<file path="src/rtl/slpd_pkg.sv">
// ----------------------------------------------------------------------------
// slpd_pkg
// Shared types and constants of the start/length packet deframer.
// ----------------------------------------------------------------------------
`default_nettype none

package slpd_pkg;

	// Bytes in one payload buffer; two buffers make up the store
	localparam int BUF_BYTES = 128;
	localparam int STORE_DEPTH = 2 * BUF_BYTES;
	localparam int ADDR_W = $clog2(STORE_DEPTH);

	// Field widths
	localparam int REQ_W = 2;
	localparam int BYTE_W = 8;
	localparam int OFF_W = 7;
	localparam int LEN_W = 8;

	// Frame start marker
	localparam logic [BYTE_W-1:0] START_BYTE = 8'h02;

	// Request codes
	localparam logic [REQ_W-1:0] REQ_BYTE = 2'd0;
	localparam logic [REQ_W-1:0] REQ_READ = 2'd1;
	localparam logic [REQ_W-1:0] REQ_RELEASE = 2'd2;

	// Store write port
	typedef struct packed {
		logic              en;
		logic [ADDR_W-1:0] addr;
		logic [BYTE_W-1:0] data;
	} mem_wr_t;

	// Store read port
	typedef struct packed {
		logic              en;
		logic [ADDR_W-1:0] addr;
	} mem_rd_t;

	// Status of one transaction, known at acceptance
	typedef struct packed {
		logic             hit;
		logic             ready;
		logic [LEN_W-1:0] length;
		logic             dropped;
		logic             overrun;
	} status_t;

endpackage

`default_nettype wire

</file>
<file path="src/rtl/start_length_packet_deframer_unit.sv">
// ----------------------------------------------------------------------------
// start_length_packet_deframer_unit
// Deframes start/length framed bytes into two ping-pong payload buffers.
// ----------------------------------------------------------------------------
// Takes one transaction per clock cycle, back to back, while out_stall is
// low. After its transaction is accepted, each result passes through stage
// 1 and then the output register, which holds it until it is taken. The stage
// in between covers the registered read port of the payload store. While the
// output is held off, one more transaction enters stage 1 before in_stall
// rises. Parse state, buffer lengths and selects update in the accept cycle,
// so a read or release directly after a frame-completing byte sees the
// published buffer. The payload store needs no clearing after reset: reads
// are limited to the published length, which only covers written bytes.
`default_nettype none

module start_length_packet_deframer_unit (
	input  wire logic                        clk,
	input  wire logic                        arst_n,
	input  wire logic                        in_valid,
	output logic                             in_stall,
	input  wire logic [slpd_pkg::REQ_W-1:0]  req_type,
	input  wire logic [slpd_pkg::BYTE_W-1:0] rx_byte,
	input  wire logic [slpd_pkg::OFF_W-1:0]  read_offset,
	output logic                             out_valid,
	input  wire logic                        out_stall,
	output logic [slpd_pkg::BYTE_W-1:0]      read_data,
	output logic                             packet_ready,
	output logic [slpd_pkg::LEN_W-1:0]       ready_length,
	output logic                             packet_dropped,
	output logic                             overrun
);
	import slpd_pkg::*;

	mem_wr_t           wr;
	mem_rd_t           rd;
	status_t           status;
	status_t           status_s1;
	logic              valid_s1;
	logic              out_valid_q;
	logic [BYTE_W-1:0] rdata;
	logic              advance;
	logic              accept;

	// Advance when the output register is empty or being taken
	assign advance = !out_valid_q || !out_stall;
	assign in_stall = valid_s1 && !advance;
	assign accept = in_valid && !in_stall;

	slpd_parse u_parse (
		.clk         (clk),
		.arst_n      (arst_n),
		.step        (accept),
		.req_type    (req_type),
		.rx_byte     (rx_byte),
		.read_offset (read_offset),
		.wr          (wr),
		.rd          (rd),
		.status      (status)
	);

	slpd_store u_store (
		.clk   (clk),
		.wr    (wr),
		.rd    (rd),
		.rdata (rdata)
	);

	// Stage 1: wait for the store read; fill on accept, empty when taken
	always_ff @(posedge clk or negedge arst_n) begin
		if (!arst_n) begin
			valid_s1 <= 1'b0;
		end else if (accept) begin
			valid_s1 <= 1'b1;
		end else if (advance) begin
			valid_s1 <= 1'b0;
		end
	end

	always_ff @(posedge clk) begin
		if (accept) begin
			status_s1 <= status;
		end
	end

	// Output register
	always_ff @(posedge clk or negedge arst_n) begin
		if (!arst_n) begin
			out_valid_q <= 1'b0;
		end else if (advance) begin
			out_valid_q <= valid_s1;
		end
	end

	always_ff @(posedge clk) begin
		if (advance && valid_s1) begin
			read_data <= status_s1.hit ? rdata : '0;
			packet_ready <= status_s1.ready;
			ready_length <= status_s1.length;
			packet_dropped <= status_s1.dropped;
			overrun <= status_s1.overrun;
		end
	end

	assign out_valid = out_valid_q;

	// Checks
	a_data_needs_ready: assert property (@(posedge clk) disable iff (!arst_n)
		out_valid && (read_data != '0) |-> packet_ready)
		else $error("read data returned without a ready packet");

	a_flags_exclusive: assert property (@(posedge clk) disable iff (!arst_n)
		out_valid |-> !(packet_dropped && overrun))
		else $error("drop and overrun flagged together");

	a_len_zero_idle: assert property (@(posedge clk) disable iff (!arst_n)
		out_valid && !packet_ready |-> ready_length == '0)
		else $error("length shown with no packet ready");

	a_stall_needs_s1: assert property (@(posedge clk) disable iff (!arst_n)
		in_stall |-> valid_s1)
		else $error("input stalled with empty stage 1");

endmodule

`default_nettype wire

</file>
<file path="src/rtl/slpd_store.sv">
// ----------------------------------------------------------------------------
// slpd_store
// Payload store: one write port, one read port, registered read data.
// ----------------------------------------------------------------------------
`default_nettype none

module slpd_store (
	input  wire logic                    clk,
	input  wire slpd_pkg::mem_wr_t       wr,
	input  wire slpd_pkg::mem_rd_t       rd,
	output logic [slpd_pkg::BYTE_W-1:0]  rdata
);
	import slpd_pkg::*;

	logic [BYTE_W-1:0] mem [STORE_DEPTH];
	logic [BYTE_W-1:0] rdata_q;

	// Write payload bytes
	always_ff @(posedge clk) begin
		if (wr.en) begin
			mem[wr.addr] <= wr.data;
		end
	end

	// Registered read; hold data otherwise
	always_ff @(posedge clk) begin
		if (rd.en) begin
			rdata_q <= mem[rd.addr];
		end
	end

	assign rdata = rdata_q;

endmodule

`default_nettype wire

</file>
<file path="src/rtl/slpd_parse.sv">
// ----------------------------------------------------------------------------
// slpd_parse
// Frame parser and buffer control: updates the parse state, the buffer
// lengths and the ping-pong selects for each accepted transaction, and
// drives the store ports.
// ----------------------------------------------------------------------------
`default_nettype none

module slpd_parse (
	input  wire logic                        clk,
	input  wire logic                        arst_n,
	input  wire logic                        step,
	input  wire logic [slpd_pkg::REQ_W-1:0]  req_type,
	input  wire logic [slpd_pkg::BYTE_W-1:0] rx_byte,
	input  wire logic [slpd_pkg::OFF_W-1:0]  read_offset,
	output slpd_pkg::mem_wr_t                wr,
	output slpd_pkg::mem_rd_t                rd,
	output slpd_pkg::status_t                status
);
	import slpd_pkg::*;

	typedef enum logic [1:0] {
		PH_HUNT,
		PH_LEN,
		PH_DATA
	} phase_t;

	localparam logic [LEN_W:0] BUF_N = (LEN_W + 1)'(BUF_BYTES);

	phase_t           phase_q, phase_d;
	logic [LEN_W-1:0] count_q, count_d;
	logic [LEN_W-1:0] len_q [2];
	logic [LEN_W-1:0] len_d [2];
	logic             fill_q, fill_d;
	logic             read_q, read_d;
	logic [LEN_W:0]   n;
	logic             ready_now;
	logic             dropped, ovr, hit;

	assign ready_now = fill_q != read_q;
	assign n = {1'b0, count_q} + (LEN_W + 1)'(1);

	// Next state for one transaction
	always_comb begin
		phase_d = phase_q;
		count_d = count_q;
		len_d = len_q;
		fill_d = fill_q;
		read_d = read_q;
		dropped = 1'b0;
		ovr = 1'b0;
		hit = 1'b0;
		wr.en = 1'b0;
		wr.addr = fill_q ? ADDR_W'(BUF_BYTES) + ADDR_W'(count_q) : ADDR_W'(count_q);
		wr.data = rx_byte;
		rd.en = 1'b0;
		rd.addr = read_q ? ADDR_W'(BUF_BYTES) + ADDR_W'(read_offset)
		                 : ADDR_W'(read_offset);
		case (req_type)
			REQ_BYTE: begin
				if (rx_byte == START_BYTE) begin
					// Restart the frame
					phase_d = PH_LEN;
					count_d = '0;
					len_d[fill_q] = '0;
				end else begin
					case (phase_q)
						PH_LEN: begin
							if (rx_byte != '0) begin
								len_d[fill_q] = rx_byte;
								count_d = '0;
								phase_d = PH_DATA;
							end
						end
						PH_DATA: begin
							// Store the byte, then publish, drop or abandon
							wr.en = step;
							if (n == {1'b0, len_q[fill_q]}) begin
								if (!ready_now) begin
									fill_d = ~fill_q;
								end else begin
									dropped = 1'b1;
								end
								phase_d = PH_HUNT;
								count_d = '0;
							end else if (n >= BUF_N) begin
								ovr = 1'b1;
								phase_d = PH_HUNT;
								count_d = '0;
							end else begin
								count_d = n[LEN_W-1:0];
							end
						end
						default: begin
						end
					endcase
				end
			end
			REQ_READ: begin
				hit = ready_now
				      && ({1'b0, read_offset} < len_q[read_q])
				      && ((LEN_W + 1)'(read_offset) < BUF_N);
				rd.en = step && hit;
			end
			REQ_RELEASE: begin
				if (ready_now) begin
					read_d = ~read_q;
				end
			end
			default: begin
			end
		endcase
	end

	// Status after the transaction
	always_comb begin
		status.hit = hit;
		status.ready = fill_d != read_d;
		status.length = (fill_d != read_d) ? len_d[read_d] : '0;
		status.dropped = dropped;
		status.overrun = ovr;
	end

	// Hold parse and buffer state
	always_ff @(posedge clk or negedge arst_n) begin
		if (!arst_n) begin
			phase_q <= PH_HUNT;
			count_q <= '0;
			len_q[0] <= '0;
			len_q[1] <= '0;
			fill_q <= 1'b0;
			read_q <= 1'b0;
		end else if (step) begin
			phase_q <= phase_d;
			count_q <= count_d;
			len_q <= len_d;
			fill_q <= fill_d;
			read_q <= read_d;
		end
	end

endmodule

`default_nettype wire

</file>
<file path="config.mk">
export PLATFORM = sky130hd
export DESIGN_NAME = start_length_packet_deframer_unit
export DESIGN_NICKNAME = d
export VERILOG_FILES = /design/src/rtl/slpd_pkg.sv /design/src/rtl/start_length_packet_deframer_unit.sv /design/src/rtl/slpd_store.sv /design/src/rtl/slpd_parse.sv
export SDC_FILE = /design/constraint.sdc
export NUM_CORES = 2
export LEC_CHECK = 0
export BUFFER_PORTS_ARGS = -buffer_cell sky130_fd_sc_hd__clkbuf_2
export CAP_MARGIN = 40
export CORE_MARGIN = 5
export CORE_UTILIZATION = 53
export CTS_BUF_LIST = sky130_fd_sc_hd__clkbuf_8
export CTS_CLUSTER_SIZE = 25
export DETAILED_ROUTE_END_ITERATION = 7
export PLACE_DENSITY = 0.77
export SYNTH_ARGS = -nofsm -noshare
export SYNTH_HDL_FRONTEND = slang
export SYNTH_HIERARCHICAL = 1
export SYNTH_SLANG_ARGS = --single-unit
</file>
<file path="constraint.sdc">
create_clock -name clk -period 3.6 [get_ports clk]
set_input_delay 0.72 -clock clk [delete_from_list [all_inputs] [get_ports clk]]
set_output_delay 0.72 -clock clk [all_outputs]
set_load 0.05 [all_outputs]
</file>
# Word-level counts from Yosys, hierarchy flattened

Memory sizes are Yosys's and may differ from the RTL's. A register that Yosys moved wholly into a read port is not among the register bits.
Index checks and enable logic that the tools add are counted.
W data, S select, Z words.

Memories kept: 1
Memory bits (read-only): 0
Bits in writable memories: 2048
Input bits: 21
Logic and storage cells: 112
Register bits after elaboration: 61
Bits in latches: 0
Output and inout bits: 21

Memories:

| name        | words | bits a word | read ports | clocked after memory_dff | wr ports | RTL line         | RTL |
|---|---|---|---|---|---|---|---|
| u_store.mem | 256   | 8           | 1          | 1                        | 1        | slpd_store.sv:15 | `logic [BYTE_W-1:0] mem [STORE_DEPTH];` |

Add/sub/neg operators: 3
Multipliers: 0
Div/mod/pow operators: 0
Eq/ne operators: 10
Reduce and logical (&&, ||, !) cells: 19
Muxes and demuxes: 45
Bitwise operators: 10
Shift-type cells: 0
Magnitude comparators: 6

Operator list:

| cell                  | number |
|---|---|
| $mux W8               | 16 |
| $mux W16              | 4 |
| $mux W1               | 17 |
| $and A16 B16 Y16      | 1 |
| $bwmux W16            | 1 |
| $not A16 Y16          | 1 |
| $pmux W8 S2           | 1 |
| $add A8 B1 Y9 const B | 1 |
| $eq A9 B8 Y1          | 1 |
| $ge A9 B8 Y1 const B  | 1 |
| $add A8 B7 Y8 const A | 1 |
| $add A8 B8 Y8 const A | 1 |
| $demux W8 S1          | 1 |
| $eq A8 B2 Y1 const B  | 1 |
| $lt A7 B8 Y1          | 1 |
| $mux W2               | 4 |
| $reduce_bool A8 Y1    | 1 |
| $reduce_or A4 Y1      | 2 |
| $ge A2 B2 Y1 const B  | 3 |
| $logic_and A1 B1 Y1   | 6 |
| $not A1 Y2            | 3 |
| $not A1 Y1            | 5 |
| $reduce_and A5 Y1     | 1 |
| $eq A2 B1 Y1 const B  | 2 |
| other kinds (12)      | 17 |

# Longest topological paths before layout

Depth after elaboration: 13
Mapped depth: 12
Gate-level depth less buffers: 7

# By module

Netlist, hierarchy kept.

By module, submodules not included:

| module                            | instances | cells each | sequential area each (um2) | area each (um2) |
|---|---|---|---|---|
| slpd_store                        | 1         | 3733       | 61739.2                    | 79636.4 |
| slpd_parse                        | 1         | 258        | 700.7                      | 2366.0 |
| start_length_packet_deframer_unit | 1         | 47         | 980.9                      | 1073.5 |

# Worst setup path after synthesis

OpenSTA, ideal clock, no wires.

Kind: input -> register
Start: input req_type[1] in the netlist's numbering
End: memory u_store.mem[234][0], enable pin
Setup time: 0.370 ns
Path buffers: 4
Stages on the path: 9
Arrival: 2.893 ns
Setup slack: 0.337 ns
Data required time: 3.230 ns
Cells stage by stage: nor2_1 and3_1 clkbuf_1 and2_1 clkbuf_1 buf_1 nand3_1 clkbuf_1 nor2_1

RTL lines:

| element     | RTL line                                | RTL |
|---|---|---|
| from (decl) | start_length_packet_deframer_unit.sv:21 | `input wire logic [slpd_pkg::REQ_W-1:0] req_type,` |
| to (decl)   | slpd_store.sv:15                        |  |

# Worst setup path in the final report

Start: register u_parse.count_q[1]
End: memory u_store.mem[78][7], enable pin

Word-level cells in the longest chain between the ends: 2

RTL lines:

| element                | RTL line          | RTL |
|---|---|---|
| from (decl)            | slpd_parse.sv:31  | `logic [LEN_W-1:0] count_q, count_d;` |
| from (signal assigned) | slpd_parse.sv:135 | `count_q <= count_d;` |
| $add A8 B8 Y8          | slpd_parse.sv:54  | `wr.addr = fill_q ? ADDR_W'(BUF_BYTES) + ADDR_W'(count_q) : ADDR_W'(count_q);` |
| $mux W8 *              | slpd_parse.sv:54  |  |

Mark *: on every way between the ends. The rest lies on a longest branch, timed or not.

==> flow_summary.toml <==
[run_status]
status = "completed"

[power]
p_leak_nw = 30.31
irDropWorstVdd_mv = 0.2400
p_sw_mw = 11.43
combPwrFrac_pct = 7.4
clockPowerShare_pct = 37.1
p_sw_share_pct = 23.21
seq_power_share_pct = 55.5
p_int_mw = 37.83
power_density_nw_per_um2 = 524.2

[critical_path]
critPathLaunchType = "flip-flop"
crit_fanout = 14
crit_chain = "nor2b_1 > nand4_1 > buf_12 > nor2_1"
cp_top_family = "simple AND/OR/NAND/NOR gates"
crit_slowest_cell = "dfrtp_1"
path_buf_inv = 1
crit_required_ns = 4.21
crit_type = "reg2reg"
cp-end-kind = "flip-flop"
cp_slowest_stage_delay_ns = 0.75
arrival_ns = 3.91

[synthesis]
async_reset_ff_share_pct = 1.417
synth_seq_cells = 2117
seq_area_frac_synth_pct = 76.34
synth_area_leaders = "edfxtp_1 (75%), mux4_2 (12%), mux2i_1 (1.8%)"
yosys.area.top_type = "edfxtp_1"
yosysWarnings = 6
syn_nets = 4066
synth_top_area_share_pct = 75.44
synth-edff-count = 2087
postSynthCellCount = 4038
synthesis.area_um2 = 83080
synthDistinctLibCells = 78
synth.avg_cell_area_um2 = 20.57
yosys_most_used_dff = "edfxtp_1"

[finish]
layout.nets = 4547
final_cells = 6815
nFillCells = 10500
utilization_pct = 60.22
syn2layout_area_growth_pct = 13.09
drive_above_1_share_pct = 26.90

[global_route]
grt-ovfl-total = 0
antenna_found_initial = 6
gr-usage-met2_pct = 38.08
grt_pass1_wl_mm = 299.5
grt.total_usage_pct = 24.98
grt_max_degree = 212
grt_pass1_vias = 44190
use_met3_pct = 6.822
groute.layer.met1.usage_pct = 34.32
grt-busiest-layer = "met2"

[cts]
cts.htree.levels = 5
postCtsSetupBuffers = 0
tritoncts = "built"
cts.clk_slew.worst_paths_ns = 0.06
clockRootBuffer = "clkbuf_8"
clk_latency_ns = 1.04
hold_buffers = 4
cts_max_path_buffers = 4
cts_resized = 0
clock_sinks = 2117
cts_buffers = 334

[route]
wl_per_cell_um = 29.95
viasPerCell = 6.436
totalWireLength_mm = 204.1
ant_nets = 0
vias = 43860
dr.pass1.iters = 8
drc_errors = 0
first_iter_violations = 5837

[placed_design]
port_buffers = 41
hpwl_mm = 128.5
dpl.cell_count = 6234
gp_congestion = 0.8792

[floorplanning]
die_w_um = 405.9
initial_core_util_pct = 53.25
die_area_um2 = 164800
die_y_um = 405.9
num_io_pins = 42
coreArea_um2 = 156000
rows = 145

[sta]
rsz0062_at_grt = "false"
fin_skew_ns = 0.08372
max_slew_margin_pct = 19.30
finalCritPeriodShare_pct = 91.55
finalMaxSlewViolations = 0
setup_viol_count_final = 0
tightest_slew_ns = 1.211
min_period_ns = 3.296
finalHoldViolCount = 0
fmax_mhz = 303.4

[job]
maxCapViolations = 0

[min_path]
hp-class = "in2reg"
==> per-layer routing <==
| metal | wire length [µm] | share of wire (%) |
|---|---|---|
| met5 | 40 | 0.020 |
| met4 | 9937 | 4.9 |
| met3 | 24080 | 12 |
| met2 | 95970 | 47 |
| met1 | 74080 | 36 |
==> worst paths after layout <==
check / startpoint / end / slack [ns] / cells after the start
setup / recovery: u_parse/count_q[1] / u_store/mem[78][7] / 0.30 / 4
hold / removal: req_type[0] / u_parse/read_q / 0.20 / 4
setup reg to reg: u_parse/count_q[1] / u_store/mem[78][7] / 0.30 / 4
hold reg to reg: status_s1[0] / overrun / 0.43 / 0
max in group asynchronous: arst_n / u_parse/phase_q[1] / 2.73 / 2
min in group asynchronous: arst_n / u_parse/count_q[1] / 0.36 / 2
==> stage by stage <==
| stage | instance area [µm²] | power (mW) | setup TNS (ns) | hold slack (ns) | worst slack (ns) |
|---|---|---|---|---|---|
| after floorplan | 83080 | 29.93 | 0 | 0.4003 | 0.3371 |
| after global placement | 87640 | 31.30 | -2.218 | 0.4042 | -0.5539 |
| after detailed placement | 88040 | 31.40 | -0.9636 | 0.4075 | -0.3340 |
| after CTS | 93930 | 49.43 | 0 | 0.09577 | 0.5145 |
| after global routing | 93950 | 50.90 | 0 | 0.1810 | 0.3433 |
| final | 93950 | 49.26 | 0 | 0.1988 | 0.3041 |
==> worst register-to-register path: stages (launching register included) <==
cell     delay [ns]
dfrtp_1        0.75
nor2b_1        0.57
nand4_1        0.47
buf_12         0.35
nor2_1         0.75
==> cell usage in the layout, fill, tap and decap left out, types with 10 or more instances in the layout <==
cell      netlist  layout
and2_1         19      19
clkinv_1        1      83
clkbuf_8        0     351
buf_4          54     285
a21oi_1       100     100
clkbuf_2        0      29
o221ai_1       50      50
inv_1           8     118
o211ai_1       11      11
edfxtp_1     2087    2087
nand4_1        13      13
nor4_1         29      27
o21ai_0        14      14
a22o_1         24      24
clkinv_2        0      21
nand2_1        57      57
nor3_1         31      31
nand3_1        43      43
a211oi_1       16      16
buf_12          8      73
mux2i_1       151     151
nand2b_1       10      10
a22oi_1       149     149
nor2b_1        34      31
dfrtp_1        30      30
a221oi_1       13      13
nor2_1        289     286
mux4_2        454     454
o22ai_1        36      36
==> flip-flops by register name (all words and copies together), names as in the netlist, 2 cells and up <==
name             cells
read_data            8
ready_length         8
status_s1           12
u_parse/count_q      8
u_parse/len_q       16
u_parse/phase_q      2
u_store/mem       2048
u_store/rdata        8
==> layout make-up <==
type,count,area (µm²),area share (%)
inverter,9,33.78,0.03596
antenna,2,5.005,0.005327
tap,2058,2575,2.741
multi-input combinational,1643,17970,19.13
timing repair buffer,414,4095,4.359
clock buffer,343,4721,5.025
sequential,2117,63420,67.50
clock inverter,229,1130,1.203
==> power by group through the flow <==
stage                     clock (mW)  sequential [mW]  combinational, mW
after CTS                       18.5             27.3               3.57
after global routing            19.8             27.3               3.77
after floorplan                    0             27.8               2.11
final                           18.3             27.3               3.64
after detailed placement           0             27.8               3.56
after global placement             0             27.8               3.46
==> cell families (layout without fill, tap and decap cells) <==
family / Yosys count / after routing / synth area share [%]
buffers and inverters: 278 / 995 / 2.080
AOI/OAI and AO/OA: 462 / 462 / 4.057
other: 0 / 2 / 0
adders and majority gates: 7 / 7 / 0.1054
and+or+nand+nor: 553 / 553 / 3.068
xor gates and xnor gates: 12 / 12 / 0.1265
muxes: 609 / 609 / 14.22
DFF: 2117 / 2117 / 76.34
==> synthesized netlist by cell type, drive strengths merged (13+ instances only) <==
master  number
edfxtp    2087
mux4       456
nor2       289
buf        153
mux2i      151
a22oi      149
clkbuf     116
a21oi      100
nand2       57
o221ai      51
nand3       44
o22ai       36
nor2b       34
nor4        32
nor3        31
dfrtp       30
a22o        24
and2        19
o21ai       17
a211oi      16
a221oi      15
nand4       13
No activity file was read; power rests on OpenSTA's default activity.
